==> config.mk <==
export PLATFORM = sky130hd
export DESIGN_NAME = roman_numeral_encoder
export DESIGN_NICKNAME = d
export VERILOG_FILES = /design/src/hdl/rne_pkg.sv /design/src/hdl/rne_front.sv /design/src/hdl/rne_queue.sv /design/src/hdl/rne_back.sv /design/src/hdl/roman_numeral_encoder.sv
export VERILOG_INCLUDE_DIRS = /design/src /design/src/hdl
export SDC_FILE = /design/constraint.sdc
export NUM_CORES = 1
export LEC_CHECK = 0
export ABC_CLOCK_PERIOD_IN_PS = 5890
export BUFFER_PORTS_ARGS = -buffer_cell sky130_fd_sc_hd__buf_2
export CORE_MARGIN = 4
export CORE_UTILIZATION = 59
export CTS_BUF_LIST = sky130_fd_sc_hd__clkbuf_8
export DETAILED_ROUTE_END_ITERATION = 7
export PLACE_DENSITY = 0.79
export SLEW_MARGIN = 20
export SYNTH_ARGS = -nofsm -noshare
export SYNTH_HDL_FRONTEND = slang
export SYNTH_SLANG_ARGS = --single-unit
==> constraint.sdc <==
create_clock -name clk -period 5.89 [get_ports clk]
set_input_delay 0.2945 -clock clk [delete_from_list [all_inputs] [get_ports clk]]
set_output_delay 0.2945 -clock clk [all_outputs]
set_load 0.05 [all_outputs]
==> src/hdl/roman_numeral_encoder_assert.svh <==
// assertion macros shared by the queue and back-end modules
`ifndef ROMAN_NUMERAL_ENCODER_ASSERT_SVH
`define ROMAN_NUMERAL_ENCODER_ASSERT_SVH

// same-cycle implication
`define RNE_ASSERT_NOW(lbl, ante, cons, msg) \
	lbl: assert property (@(posedge clk) disable iff (!arst_n) (ante) |-> (cons)) \
		else $error(msg);

// next-cycle implication
`define RNE_ASSERT_NEXT(lbl, ante, cons, msg) \
	lbl: assert property (@(posedge clk) disable iff (!arst_n) (ante) |=> (cons)) \
		else $error(msg);

`endif

==> src/hdl/rne_pkg.sv <==
`default_nettype none
package rne_pkg;

	localparam int unsigned ValueW     = 12;
	localparam int unsigned CharW      = 7;
	localparam int unsigned NumPlaces  = 4;
	localparam int unsigned DigitW     = 4;
	localparam int unsigned PlaceW     = 2;
	localparam int unsigned PosW       = 2;
	localparam int unsigned LenW       = 3;
	localparam int unsigned LetterW    = 3;
	localparam int unsigned RomanMax   = 3999;
	localparam int unsigned QueueDepth = 2;

	localparam logic [CharW-1:0] AsciiZero = 7'h30;
	localparam logic [CharW-1:0] NoChar    = 7'h00;

	typedef logic [DigitW-1:0] digit_t;
	typedef logic [NumPlaces-1:0][DigitW-1:0] digits_t;

	typedef struct packed {
		logic    roman;
		logic    oor;
		digits_t digits;
	} item_t;

	typedef struct packed {
		digit_t            digit;
		logic [ValueW-1:0] rem;
	} dstep_t;

	typedef enum logic [1:0] {FE_IDLE, FE_CONV, FE_PUSH} fe_state_t;
	typedef enum logic {BE_IDLE, BE_RUN} be_state_t;
	typedef enum logic [1:0] {SYM_ONE, SYM_FIVE, SYM_TEN} sym_t;

	// one decimal digit of rem at the given place, by parallel compares
	function automatic dstep_t digit_step(input logic [ValueW-1:0] rem,
			input logic [PlaceW-1:0] place);
		logic [ValueW+1:0] thr;
		logic [ValueW+1:0] sub;
		dstep_t            r;
		r.digit = '0;
		sub     = '0;
		for (int k = 1; k < 10; k++) begin
			unique case (place)
				2'd0: thr = (ValueW+2)'(k);
				2'd1: thr = (ValueW+2)'(k * 10);
				2'd2: thr = (ValueW+2)'(k * 100);
				default: thr = (ValueW+2)'(k * 1000);
			endcase
			if ({2'b00, rem} >= thr) begin
				r.digit = DigitW'(k);
				sub     = thr;
			end
		end
		r.rem = rem - sub[ValueW-1:0];
		return r;
	endfunction

	function automatic logic [LenW-1:0] rom_len(input digit_t d);
		logic [LenW-1:0] l;
		unique case (d)
			4'd1, 4'd5:       l = 3'd1;
			4'd2, 4'd4, 4'd6,
			4'd9:             l = 3'd2;
			4'd3, 4'd7:       l = 3'd3;
			4'd8:             l = 3'd4;
			default:          l = 3'd0;
		endcase
		return l;
	endfunction

	function automatic sym_t rom_sym(input digit_t d, input logic [PosW-1:0] pos);
		sym_t s;
		if (d == 4'd4) begin
			s = (pos == '0) ? SYM_ONE : SYM_FIVE;
		end else if (d == 4'd9) begin
			s = (pos == '0) ? SYM_ONE : SYM_TEN;
		end else if (d >= 4'd5) begin
			s = (pos == '0) ? SYM_FIVE : SYM_ONE;
		end else begin
			s = SYM_ONE;
		end
		return s;
	endfunction

	function automatic logic [CharW-1:0] roman_letter(input logic [LetterW-1:0] idx);
		logic [CharW-1:0] c;
		unique case (idx)
			3'd0: c = 7'h49;
			3'd1: c = 7'h56;
			3'd2: c = 7'h58;
			3'd3: c = 7'h4C;
			3'd4: c = 7'h43;
			3'd5: c = 7'h44;
			3'd6: c = 7'h4D;
			default: c = 7'h2D;
		endcase
		return c;
	endfunction

	// highest nonzero place, zero when all digits are zero
	function automatic logic [PlaceW-1:0] lead_place(input digits_t dg);
		logic [PlaceW-1:0] p;
		p = '0;
		for (int k = 0; k < NumPlaces; k++) begin
			if (dg[k] != '0) begin
				p = PlaceW'(k);
			end
		end
		return p;
	endfunction

	function automatic logic lower_zero(input digits_t dg, input logic [PlaceW-1:0] place);
		logic z;
		z = 1'b1;
		for (int k = 0; k < NumPlaces; k++) begin
			if ((PlaceW'(k) < place) && (dg[k] != '0)) begin
				z = 1'b0;
			end
		end
		return z;
	endfunction

endpackage
`default_nettype wire

==> src/hdl/rne_front.sv <==
`default_nettype none
module rne_front (
	input  wire logic                         clk,
	input  wire logic                         arst_n,
	input  wire logic                         start,
	input  wire logic [rne_pkg::ValueW-1:0]   value,
	input  wire logic                         roman_mode,
	output logic                              busy,
	output logic                              push,
	output rne_pkg::item_t                    push_item,
	input  wire logic                         full
);

	rne_pkg::fe_state_t                state_q, state_nx;
	logic [rne_pkg::PlaceW-1:0]        place_q;
	logic [rne_pkg::ValueW-1:0]        rem_q;
	rne_pkg::digits_t                  digits_q;
	logic                              roman_q;
	logic                              oor_q;
	rne_pkg::dstep_t                   step;
	logic                              take;

	assign take = (state_q == rne_pkg::FE_IDLE) && start;
	assign step = rne_pkg::digit_step(rem_q, place_q);

	always_comb begin
		state_nx = state_q;
		unique case (state_q)
			rne_pkg::FE_IDLE: if (start) state_nx = rne_pkg::FE_CONV;
			rne_pkg::FE_CONV: if (place_q == '0) state_nx = rne_pkg::FE_PUSH;
			rne_pkg::FE_PUSH: if (!full) state_nx = rne_pkg::FE_IDLE;
			default: state_nx = rne_pkg::FE_IDLE;
		endcase
	end

	always_comb begin
		busy = (state_q != rne_pkg::FE_IDLE);
		push = (state_q == rne_pkg::FE_PUSH) && !full;
		push_item.roman  = roman_q;
		push_item.oor    = oor_q;
		push_item.digits = digits_q;
	end

	always_ff @(posedge clk or negedge arst_n) begin
		if (!arst_n) begin
			state_q <= rne_pkg::FE_IDLE;
			place_q <= '0;
		end else begin
			state_q <= state_nx;
			if (take) begin
				place_q <= rne_pkg::PlaceW'(rne_pkg::NumPlaces - 1);
			end else if (state_q == rne_pkg::FE_CONV) begin
				place_q <= place_q - 1'b1;
			end
		end
	end

	always_ff @(posedge clk) begin
		if (take) begin
			rem_q   <= value;
			roman_q <= roman_mode;
			oor_q   <= roman_mode &&
				((value == '0) || (value > rne_pkg::ValueW'(rne_pkg::RomanMax)));
		end else if (state_q == rne_pkg::FE_CONV) begin
			digits_q[place_q] <= step.digit;
			rem_q             <= step.rem;
		end
	end

endmodule
`default_nettype wire

==> src/hdl/rne_queue.sv <==
`default_nettype none
`include "roman_numeral_encoder_assert.svh"
module rne_queue #(
	parameter int unsigned DEPTH = rne_pkg::QueueDepth
) (
	input  wire logic            clk,
	input  wire logic            arst_n,
	input  wire logic            push,
	input  wire rne_pkg::item_t  push_item,
	output logic                 full,
	input  wire logic            pop,
	output rne_pkg::item_t       pop_item,
	output logic                 empty
);

	localparam int unsigned PtrW = (DEPTH > 1) ? $clog2(DEPTH) : 1;
	localparam int unsigned CntW = $clog2(DEPTH + 1);

	rne_pkg::item_t   mem_q [DEPTH];
	logic [PtrW-1:0]  wr_ptr_q;
	logic [PtrW-1:0]  rd_ptr_q;
	logic [CntW-1:0]  count_q;

	assign full     = (count_q == CntW'(DEPTH));
	assign empty    = (count_q == '0);
	assign pop_item = mem_q[rd_ptr_q];

	always_ff @(posedge clk or negedge arst_n) begin
		if (!arst_n) begin
			wr_ptr_q <= '0;
			rd_ptr_q <= '0;
			count_q  <= '0;
		end else begin
			if (push) begin
				wr_ptr_q <= (wr_ptr_q == PtrW'(DEPTH - 1)) ? '0 : wr_ptr_q + 1'b1;
			end
			if (pop) begin
				rd_ptr_q <= (rd_ptr_q == PtrW'(DEPTH - 1)) ? '0 : rd_ptr_q + 1'b1;
			end
			if (push && !pop) begin
				count_q <= count_q + 1'b1;
			end else if (pop && !push) begin
				count_q <= count_q - 1'b1;
			end
		end
	end

	always_ff @(posedge clk) begin
		if (push) begin
			mem_q[wr_ptr_q] <= push_item;
		end
	end

	`RNE_ASSERT_NOW(a_no_overflow, push, !full, "transfer into a full queue")
	`RNE_ASSERT_NOW(a_no_underflow, pop, !empty, "read from an empty queue")

endmodule
`default_nettype wire

==> src/hdl/rne_back.sv <==
`default_nettype none
`include "roman_numeral_encoder_assert.svh"
module rne_back (
	input  wire logic                        clk,
	input  wire logic                        arst_n,
	input  wire logic                        empty,
	input  wire rne_pkg::item_t              pop_item,
	output logic                             pop,
	output logic                             valid,
	output logic [rne_pkg::CharW-1:0]        char_code,
	output logic                             last_char,
	output logic                             out_of_range
);

	rne_pkg::be_state_t            state_q, state_nx;
	rne_pkg::item_t                item_q;
	logic [rne_pkg::PlaceW-1:0]    place_q;
	logic [rne_pkg::PosW-1:0]      pos_q;
	logic                          valid_q;
	logic [rne_pkg::CharW-1:0]     char_q;
	logic                          last_q;
	logic                          oor_q;

	rne_pkg::digit_t               d;
	logic [rne_pkg::LenW-1:0]      len;
	rne_pkg::sym_t                 sym;
	logic [rne_pkg::CharW-1:0]     letter;
	logic                          lz;
	logic                          run;
	logic                          emit;
	logic                          e_last;
	logic [rne_pkg::CharW-1:0]     e_char;
	logic                          dig_done;

	always_comb begin
		d      = item_q.digits[place_q];
		len    = rne_pkg::rom_len(d);
		sym    = rne_pkg::rom_sym(d, pos_q);
		letter = rne_pkg::roman_letter(rne_pkg::LetterW'({place_q, 1'b0}) +
			rne_pkg::LetterW'(sym));
		lz     = rne_pkg::lower_zero(item_q.digits, place_q);
		run    = (state_q == rne_pkg::BE_RUN);
		if (item_q.oor) begin
			emit     = 1'b1;
			e_char   = rne_pkg::NoChar;
			e_last   = 1'b1;
			dig_done = 1'b1;
		end else if (item_q.roman) begin
			emit     = (len != '0);
			e_char   = letter;
			e_last   = (rne_pkg::LenW'(pos_q) + 1'b1 == len) && lz;
			dig_done = (len == '0) || (rne_pkg::LenW'(pos_q) + 1'b1 == len);
		end else begin
			emit     = 1'b1;
			e_char   = rne_pkg::AsciiZero + rne_pkg::CharW'(d);
			e_last   = (place_q == '0);
			dig_done = 1'b1;
		end
	end

	always_comb begin
		state_nx = state_q;
		unique case (state_q)
			rne_pkg::BE_IDLE: if (!empty) state_nx = rne_pkg::BE_RUN;
			rne_pkg::BE_RUN:  if (emit && e_last) state_nx = rne_pkg::BE_IDLE;
			default: state_nx = rne_pkg::BE_IDLE;
		endcase
	end

	always_comb begin
		pop          = (state_q == rne_pkg::BE_IDLE) && !empty;
		valid        = valid_q;
		char_code    = char_q;
		last_char    = last_q;
		out_of_range = oor_q;
	end

	always_ff @(posedge clk or negedge arst_n) begin
		if (!arst_n) begin
			state_q <= rne_pkg::BE_IDLE;
			valid_q <= 1'b0;
		end else begin
			state_q <= state_nx;
			valid_q <= run && emit;
		end
	end

	always_ff @(posedge clk) begin
		if (pop) begin
			item_q  <= pop_item;
			place_q <= pop_item.roman ? rne_pkg::PlaceW'(rne_pkg::NumPlaces - 1)
				: rne_pkg::lead_place(pop_item.digits);
			pos_q   <= '0;
		end else if (run) begin
			if (dig_done) begin
				place_q <= place_q - 1'b1;
				pos_q   <= '0;
			end else begin
				pos_q <= pos_q + 1'b1;
			end
		end
		char_q <= e_char;
		last_q <= e_last;
		oor_q  <= item_q.oor;
	end

	`RNE_ASSERT_NOW(a_oor_single, valid_q && oor_q, last_q && (char_q == rne_pkg::NoChar), "bad oor")
	`RNE_ASSERT_NEXT(a_pop_runs, pop, state_q == rne_pkg::BE_RUN, "queue read without run")

endmodule
`default_nettype wire

==> src/hdl/roman_numeral_encoder.sv <==
`default_nettype none
// Converts one 12-bit value per start into ASCII text, one character per
// valid cycle, with last_char on the final one. roman_mode selects roman
// numerals (1 to 3999, otherwise one transfer with char_code 0, last_char and
// out_of_range set) or decimal digits without leading zeros. The receiver
// cannot stall: each character is on the outputs for exactly one cycle.
// The front end accepts a value, converts one digit per cycle over four
// places and hands it to the queue; the back end emits the characters, steps
// over each zero digit ahead of the last nonzero digit in roman mode and then
// fetches the next value from the queue. The two overlap: the front end can
// convert a new value while the back end still emits the previous one's text.
module roman_numeral_encoder #(
	parameter int unsigned QUEUE_DEPTH = rne_pkg::QueueDepth
) (
	input  wire logic                         clk,
	input  wire logic                         arst_n,
	input  wire logic                         roman_mode_we,
	input  wire logic                         roman_mode_wd,
	input  wire logic                         start,
	input  wire logic [rne_pkg::ValueW-1:0]   value,
	output logic                              busy,
	output logic                              valid,
	output logic [rne_pkg::CharW-1:0]         char_code,
	output logic                              last_char,
	output logic                              out_of_range
);

	logic            roman_mode_q;
	logic            push;
	logic            full;
	logic            pop;
	logic            empty;
	rne_pkg::item_t  push_item;
	rne_pkg::item_t  pop_item;

	always_ff @(posedge clk or negedge arst_n) begin
		if (!arst_n) begin
			roman_mode_q <= 1'b0;
		end else if (roman_mode_we) begin
			roman_mode_q <= roman_mode_wd;
		end
	end

	rne_front u_front (
		.clk        (clk),
		.arst_n     (arst_n),
		.start      (start),
		.value      (value),
		.roman_mode (roman_mode_q),
		.busy       (busy),
		.push       (push),
		.push_item  (push_item),
		.full       (full)
	);

	rne_queue #(
		.DEPTH (QUEUE_DEPTH)
	) u_queue (
		.clk       (clk),
		.arst_n    (arst_n),
		.push      (push),
		.push_item (push_item),
		.full      (full),
		.pop       (pop),
		.pop_item  (pop_item),
		.empty     (empty)
	);

	rne_back u_back (
		.clk          (clk),
		.arst_n       (arst_n),
		.empty        (empty),
		.pop_item     (pop_item),
		.pop          (pop),
		.valid        (valid),
		.char_code    (char_code),
		.last_char    (last_char),
		.out_of_range (out_of_range)
	);

endmodule
`default_nettype wire

# Word level (Yosys, flattened, before mapping)
# Memories as Yosys holds them, arrays and structs flattened.
# Cells that the tools add are included.
totals:
  reg_bits: 72
  mem_bits_rw: 36
  mem_bits_ro: 48
  out_inout_bits: 11
  n_memories: 2
op_classes:
  addsub: 11
  n_lt_le_gt_ge: 18
  eq_ne: 17
  muxes: 75
  n_bitwise: 2
  reduce_logical: 44
mem_list:
  columns: ["name", "words", "word_bits", "rd", "rd_clocked_by_memory_dff", "wr", "line_no", "text"]
  rows:
  - ["(name not given)", 16, 3, 1, 0, 0, "rne_pkg.sv:62", "unique case (d)"]
  - ["u_queue.mem_q", 2, 18, 1, 0, 1, "rne_queue.sv:19", "rne_pkg::item_t mem_q [DEPTH];"]
op_table:
  columns: ["operator", "n"]
  rows:
  - ["$pmux 13 s3", 4]
  - ["$mux 12", 9]
  - ["$pmux 12 s3", 2]
  - ["$ge 12x13->1", 4]
  - ["$pmux 7 s7", 1]
  - ["$pmux 14 s3", 1]
  - ["$mux 2", 20]
  - ["$pmux 11 s3", 1]
  - ["$pmux 10 s3", 1]
  - ["$reduce_bool 4->1", 7]
  - ["$ge 12x12->1", 2]
  - ["$mux 1", 20]
  - ["$bwmux 16", 1]
  - ["$mux 4", 4]
  - ["$ge 12x14->1", 1]
  - ["$logic_and 1x1->1", 14]
  - ["$ge 12x10->1", 1]
  - ["$ge 12x11->1", 1]
  - ["$gt 12x12->1 const B", 1]
  - ["$logic_not 12->1", 1]
  - ["$mux 3", 4]
  - ["$sub 12x12->12", 1]
  - ["$mux 11", 1]
  - ["$logic_not 2->1", 5]
  - ["other kinds (35)", 60]

# Longest topological paths before layout
# Gate-level depths: netlist of run 1.
depth:
  depth_word: 15
  ltp_mapped: 26
  ltp_nobuf: 22

# Modules after synthesis
# A second synthesis of run 1 with hierarchy kept.
hier_totals:
  hier_cells: 683
  hier_area_um2: 7272.0
modules_own_cells:
  columns: ["mod", "instances", "cells_each", "area_each_um2", "seq_area_each_um2"]
  rows:
  - ["rne_front", 1, 481, 4105.2, 1001.0]
  - ["rne_back", 1, 128, 1591.5, 870.8]
  - ["rne_queue", 1, 72, 1535.2, 1181.1]
  - ["roman_numeral_encoder", 1, 2, 40.0, 25.0]

# Least setup slack after synthesis of run 1
# No wires, ideal clock.
synth_timing:
  path_kind: "register -> register"
  startpoint: "register u_front.place_q[0] (netlist name)"
  endpoint: "register u_front.rem_q[11] (netlist name), data pin"
  setup_time_ps: 260
  arrival_time_ps: 5528
  setup_slack_ps: 102
  stages_incl_launch_ff: 27
  path_buffers: 5
  period_less_slack_ps: 5788
  cell_sequence: "dfrtp_1 > inv_1 > ha_1 > buf_6 > buf_8 > clkbuf_1 > inv_1 > ha_1 > nor4bb_1 > nand4b_1 > nand3_1 > a311o_1 > clkbuf_1 > nor3_2 > and2_1 > buf_4 > or3b_1 > and4_1 > ha_1 > o21a_1 > o31a_1 > o41ai_1 > o21ai_0 > nor4_1 > nor3_1 > xnor3_1 > mux2_2"
synth_between:
  elab_chain_len: 15
  word_cells_on_any_way: 33
  cone_classes: "add/sub: 1; order compare: 9; eq/ne: 2; mux: 20; reduce/logical: 1"
synth_rtl:
  columns: ["element", "line_no", "text"]
  rows:
  - ["from (decl)", "rne_front.sv:15", "logic [rne_pkg::PlaceW-1:0] place_q;"]
  - ["from (signal assigned)", "rne_front.sv:51", "place_q <= rne_pkg::PlaceW'(rne_pkg::NumPlaces - 1);"]
  - ["from (signal assigned)", "rne_front.sv:53", "place_q <= place_q - 1'b1;"]
  - ["$eq 2x2->1 (tied with other cells)", "rne_pkg.sv:45", "unique case (place)"]
  - ["$pmux 10 s3", "rne_pkg.sv:45", null]
  - ["$ge 12x10->1", "rne_pkg.sv:51", "if ({2'b00, rem} >= thr) begin"]
  - ["$mux 10", "rne_pkg.sv:51", null]
  - ["$mux 11", "rne_pkg.sv:51", null]
  - ["$mux 12 (6 in series)", "rne_pkg.sv:51", null]
  - ["$mux 12 *", "rne_pkg.sv:51", null]
  - ["$sub 12x12->12 *", "rne_pkg.sv:56", "r.rem = rem - sub[ValueW-1:0];"]
  - ["$mux 12 *", "rne_front.sv:64", "end else if (state_q == rne_pkg::FE_CONV) begin"]
  - ["$mux 12 *", "rne_front.sv:59", "if (take) begin"]
  - ["to (signal assigned)", "rne_front.sv:60", "rem_q <= value;"]
  - ["to (signal assigned)", "rne_front.sv:66", "rem_q <= step.rem;"]
  - ["to (decl)", "rne_front.sv:16", "logic [rne_pkg::ValueW-1:0] rem_q;"]
# Every way passes the cells marked *; elsewhere a longest branch is shown, timed or not. The select of a mux whose other input is x is not followed.
# A chain may end at the register's enable or synchronous reset.

# Worst setup path after layout of run 1
# Same ends and word-level chain as after synthesis.

==> results of run 1 <==
-- critical path, stage by stage, from the launching register on --
cell,delay (ns)
dfrtp_2,0.50
ha_1,0.25
inv_2,0.16
o21ai_0,0.18
ha_1,0.37
nor2b_1,0.23
o221ai_1,0.19
a2111o_1,0.47
and3_1,0.23
buf_4,0.17
a21oi_1,0.19
o221ai_1,0.15
o221a_1,0.30
ha_1,0.32
o21a_1,0.13
o31a_1,0.19
o41ai_2,0.09
o21ai_0,0.25
nor4_1,0.08
nor3_1,0.29
xnor3_1,0.37
mux2_2,0.26
-- timing repair --
action / in CTS / in global routing
pin swaps: 0 / 3
gates resized for setup: 3 / 23
setup endpoints to repair: 1 / 3
buffers inserted: 0 / 2
hold endpoints to repair: 11 / 0
hold buffers: 1 / 0
-- per-layer routing --
metal / track usage / part of all wire / vias to the layer above
li1: - / - / 2796
met4: 0.1115 / 0.042 / 0
met2: 0.4610 / 0.49 / 297
met3: 0.04558 / 0.067 / 60
met5: 0 / 0 / -
met1: 0.3332 / 0.40 / 2829
-- sequential cells by signal, indices dropped and copies added, names as in the netlist, 2 cells and up --
signal	cells
u_back.char_code	7
u_back.item_q	18
u_back.place_q	2
u_back.pos_q	2
u_front.place_q	2
u_front.push_item	16
u_front.rem_q	12
u_front.state_q	2
u_queue.count_q	2
u_queue.mem_q	36
-- cell usage in the layout, fill, tap and decap left out, drive strengths merged, types with 12 or more instances in the layout --
cell / count
buf: 62
nand2: 46
xnor2: 12
ha: 62
edfxtp: 86
o21ai: 44
nor2: 49
mux2: 20
nand3: 18
nor2b: 12
a21oi: 40
inv: 37
nor3: 16
-- area by class of cell --
cell class / count / area share
tap: 168 / 0.02619
sequential: 108 / 0.3838
multi-input combinational: 531 / 0.4985
inverter: 33 / 0.01543
timing repair buffer: 63 / 0.05129
clock buffer: 9 / 0.01543
clock inverter: 7 / 0.009353
-- logic make-up (layout without fill, tap and decap cells) --
| logic type | Yosys count | after routing |
|---|---|---|
| buffers and inverters | 66 | 112 |
| adders and majority gates | 63 | 63 |
| AOI/OAI and AO/OA | 205 | 205 |
| and+or+nand+nor | 221 | 221 |
| muxes | 25 | 25 |
| DFF | 108 | 108 |
| xor gates and xnor gates | 17 | 17 |
-- through the flow --
| step | setup WS, ns | TNS [ns] |
|---|---|---|
| after CTS | 0.08928 | 0 |
| final | 0.2927 | 0 |
| after global routing | -0.02607 | -0.02607 |
| after detailed placement | -0.09035 | -0.09035 |
| after floorplan | 0.1017 | 0 |
| after global placement | 0.07232 | 0 |
-- final timing paths --
| kind | end | from | slack (ns) |
|---|---|---|---|
| min in group asynchronous | u_front.place_q[1]$_DFFE_PN0P_ | arst_n | 0.34 |
| min | roman_mode_q$_DFFE_PN0P_ | roman_mode_wd | 0.14 |
| max | u_front.rem_q[11]$_DFFE_PP_ | u_front.place_q[0]$_DFFE_PN0P_ | 0.29 |
| min reg2reg | u_queue.mem_q[0][6]$_DFFE_PP_ | u_front.push_item[6]$_DFFE_PP_ | 0.43 |
| max in group asynchronous | u_front.place_q[0]$_DFFE_PN0P_ | arst_n | 5.31 |
| max reg2reg | u_front.rem_q[11]$_DFFE_PP_ | u_front.place_q[0]$_DFFE_PN0P_ | 0.29 |
==> results.cfg, run 1 <==
[clocking]
clk_path_buf_depth = 2
worstSkewPairLatency_ns = 0.39
cts_root_buf = clkbuf_8
numCtsBuffers = 9
cts-htree-levels = 3
tritoncts = done
numClockSinks = 108
clk_pin_slew_ns = 0.12

[floorplan]
fp-row-count = 40
ios = 28
coreArea_um2 = 12060
dieArea_um2 = 14160
start_util = 0.6028
die_w_um = 119.0
die_y_um = 119.0

[global_route]
grt_pass1_wl_um = 30140
grt_start_max_net_pins = 29
track_usage = 0.2679
first_global_vias = 5672
antenna_found_initial = 0
overflow = 0

[synthesis]
synth_top_area_cell = edfxtp_1
synth_flop_cell = edfxtp_1
synthAdderAreaFrac = 0.1094
synth.distinct_cells = 87
yosysWarnings = 0
synth_top_family_by_area = compound AO/OA/AOI/OAI gates
synth_nets = 785
synth_edf_count = 86
netlist.area_leader.share = 0.3552
synth.area.mux_share = 0.04474
yosysMostFrequentCell = edfxtp_1
synth-compound-area-share = 0.1977
netlist_instances = 705
yosys-top-cells-count = edfxtp_1, ha_1, nor2_1
yosysSeqAreaShare = 0.4233
synth_area_leaders = edfxtp_1, ha_1, dfrtp_1
synth_seq_cells = 108
synthArstFlopShare = 0.1019
synth_xor_area_frac = 0.02237
postSynthAreaPerCell_um2 = 10.31
synthSimpleGateAreaFrac = 0.1621
syn_area_um2 = 7271

[route]
drt_iter0_drc = 567
firstDrtPassIters = 6
wire_per_inst_um = 20.90
wl_um = 19200
drc = 0
num_vias = 5982
vias_per_cell = 6.509
ant_nets = 0

[place]
post-dp-hpwl_um = 14750
dp_cells = 900
dpl_cell_area_um2 = 7695
portBuffers = 27
globalplace.congestion = 1.070

[layout]
diodes = 0
design_area_um2 = 8026
fin_util = 0.6655
seq_area_um2 = 3080
final_cells = 919
fillers = 921
multi_input_area_um2 = 4001
fin_nets = 826
area_growth_syn_to_layout_pct = 10.39
layout-drive-gt1-share = 0.1824

[timing]
setup_viol = 0
fin_crit_sh = 0.9503
whs_ns = 0.1376
period_minus_slack_ns = 5.597
clock.fmax_mhz = 178.7
fin_skew_ns = 0.01951
maxSlewViolCount = 0
max_slew_margin = 0.4388
worstMarginPinSlew_ns = 0.8417
hold_viol = 0

[setup_path]
start_kind = flop
endpoint_kind = flop
worstRegToRegCells = 21
crit_required_ns = 6.04
critPathKind = reg -> reg
cp_max_fo = 9
critPathArrivalTime_ns = 5.75

[worst_hold_path]
min_path_cells = 2
hp-class = in -> reg

[run]
cap_viol_max_count = 0

[run_status]
outcome = finished, final reports clean
Power of run 1 is left out: the tool's default activity adds up to more than one toggle a clock period on the data nets, which glitch-free logic cannot reach.
==> run 2, diff against run 1 <==
ABC_CLOCK_PERIOD_IN_PS = 4600   (was 5890)
RECOVER_POWER = 25   (was unset)
clock period = 4.6 ns   (was 5.89 ns; I/O delays follow)
==> results.cfg, run 2 (synthesized netlist as in run 1, its figures left out) <==
[run_status]
outcome = complete, but fails checks
violations = setup timing

[layout]
area_growth_syn_to_layout_pct = 38.82
final_cells = 1105
layout-drive-gt1-share = 0.4194
fin_nets = 1012
diodes = 0
mostFrequentLayoutCells = buf_4, edfxtp_1, nand2_1
largest_reg_flops = 36
largest_register = u_queue.mem_q
final_common_cell = buf_4
design_area_um2 = 10090

[timing]
clock.fmax_mhz = 190.3
worstMarginPinSlew_ns = 0.8829
whs_ns = 0.05999
hold_viol = 0
fin_crit_sh = 1.142
maxSlewViolCount = 0
setup_viol = 8
period_minus_slack_ns = 5.254
max_slew_margin = 0.4114
rsz0062_at_grt = true
fin_skew_ns = 0.03945
layout_setup_ws_ns = -0.6543

[setup_path]
endpoint_kind = flop
critPathKind = reg -> reg
start_kind = flop
cp_max_fo = 8
crit_required_ns = 4.76
worstRegToRegCells = 25
critPathArrivalTime_ns = 5.41

[route]
firstDrtPassIters = 6
route.met2.wl_um = 12970
drt_iter0_drc = 854
drc = 0
wl_met1_um = 9585
wl_um = 26340
dr_wl_met3_um = 1789
vias_per_cell = 6.568
ant_nets = 0
num_vias = 7258
top_layer_used = met4
wire_per_inst_um = 23.84

[place]
post-dp-hpwl_um = 17550
globalplace.congestion = 1.052
dpl_cell_area_um2 = 8912
dp_cells = 1047
portBuffers = 27

[global_route]
first_global_vias = 6927
grt_pass1_wl_um = 37230
overflow = 0
grt_start_max_net_pins = 28
antenna_found_initial = 0
track_usage = 0.3374

[floorplan]
ios = 28
start_util = 0.6028
die_w_um = 119.0
dieArea_um2 = 14160
fp-row-count = 40
die_y_um = 119.0
coreArea_um2 = 12060

[clocking]
worstSkewPairLatency_ns = 0.40
numClockSinks = 108
clk_pin_slew_ns = 0.13
numCtsBuffers = 9
cts-htree-levels = 3
clk_path_buf_depth = 2
tritoncts = done
cts_root_buf = clkbuf_8

[worst_hold_path]
min_path_cells = 2
hp-class = in -> reg

[run]
cap_viol_max_count = 0
run 2: cell type report:
cell class / instances / area (um2)
fillers: 631 / 1968
flip-flops and latches: 108 / 3080
clock buffers: 9 / 123.9
well taps: 168 / 210.2
inverters: 33 / 142.6
multi-input cells: 531 / 4532
repair buffers: 249 / 1921
clock inverters: 7 / 83.83
run 2: path summary, 6_finish.rpt:
check / startpoint / endpoint / slack (ns)
hold / removal: roman_mode_wd / roman_mode_q$_DFFE_PN0P_ / 0.06
setup / recovery: u_front.place_q[0]$_DFFE_PN0P_ / u_front.rem_q[11]$_DFFE_PP_ / -0.65
setup reg to reg: u_front.place_q[0]$_DFFE_PN0P_ / u_front.rem_q[11]$_DFFE_PP_ / -0.65
hold reg to reg: u_front.push_item[1]$_DFFE_PP_ / u_queue.mem_q[0][1]$_DFFE_PP_ / 0.41
min in group asynchronous: arst_n / u_front.place_q[0]$_DFFE_PN0P_ / 0.44
max in group asynchronous: arst_n / u_front.place_q[1]$_DFFE_PN0P_ / 3.60
run 2: timing repair:
| action | CTS | global route |
|---|---|---|
| pin swaps | 47 | 44 |
| endpoints found under the hold margin | 11 | 0 |
| setup buffers | 29 | 20 |
| endpoints found under the setup margin | 8 | 8 |
| gates resized for setup | 84 | 51 |
| hold buffers | 1 | 0 |
run 2: routing by layer:
metal | up-vias | track usage
met3 | 162 | 0.05793
met2 | 460 | 0.5842
met5 | - | 0
met1 | 3482 | 0.3971
li1 | 3154 | -
met4 | 0 | 0.1846
run 2: per-stage QoR:
step | util | setup TNS (ns) | setup slack (ns)
after detailed placement | 0.7389 | -2.817 | -0.6843
after global routing | 0.8368 | -4.178 | -0.7984
final | 0.8368 | -3.306 | -0.6543
after CTS | 0.8054 | -1.791 | -0.4459
after floorplan | - | -0.5556 | -0.3698
after global placement | 0.7387 | -2.210 | -0.6655
run 2: worst max-delay path, cell delays in order, from the launching register on:
cell and delay (ns):
dfrtp_2 0.51, ha_4 0.20, clkinvlp_4 0.13, buf_4 0.15, o21ai_4 0.06, ha_4 0.27
buf_6 0.09, nand2_2 0.04, o211ai_1 0.28, a211o_1 0.25, a311oi_4 0.12, buf_6 0.16
buf_6 0.12, nor2_1 0.13, a21oi_2 0.04, buf_4 0.15, o31a_1 0.26, ha_1 0.33
nor2b_4 0.15, o31a_1 0.28, o41ai_4 0.36, o21ai_2 0.10, nor4_1 0.26, nor3_1 0.10
xnor3_1 0.19, mux2_4 0.27
Power of run 2 is left out for the same reason.
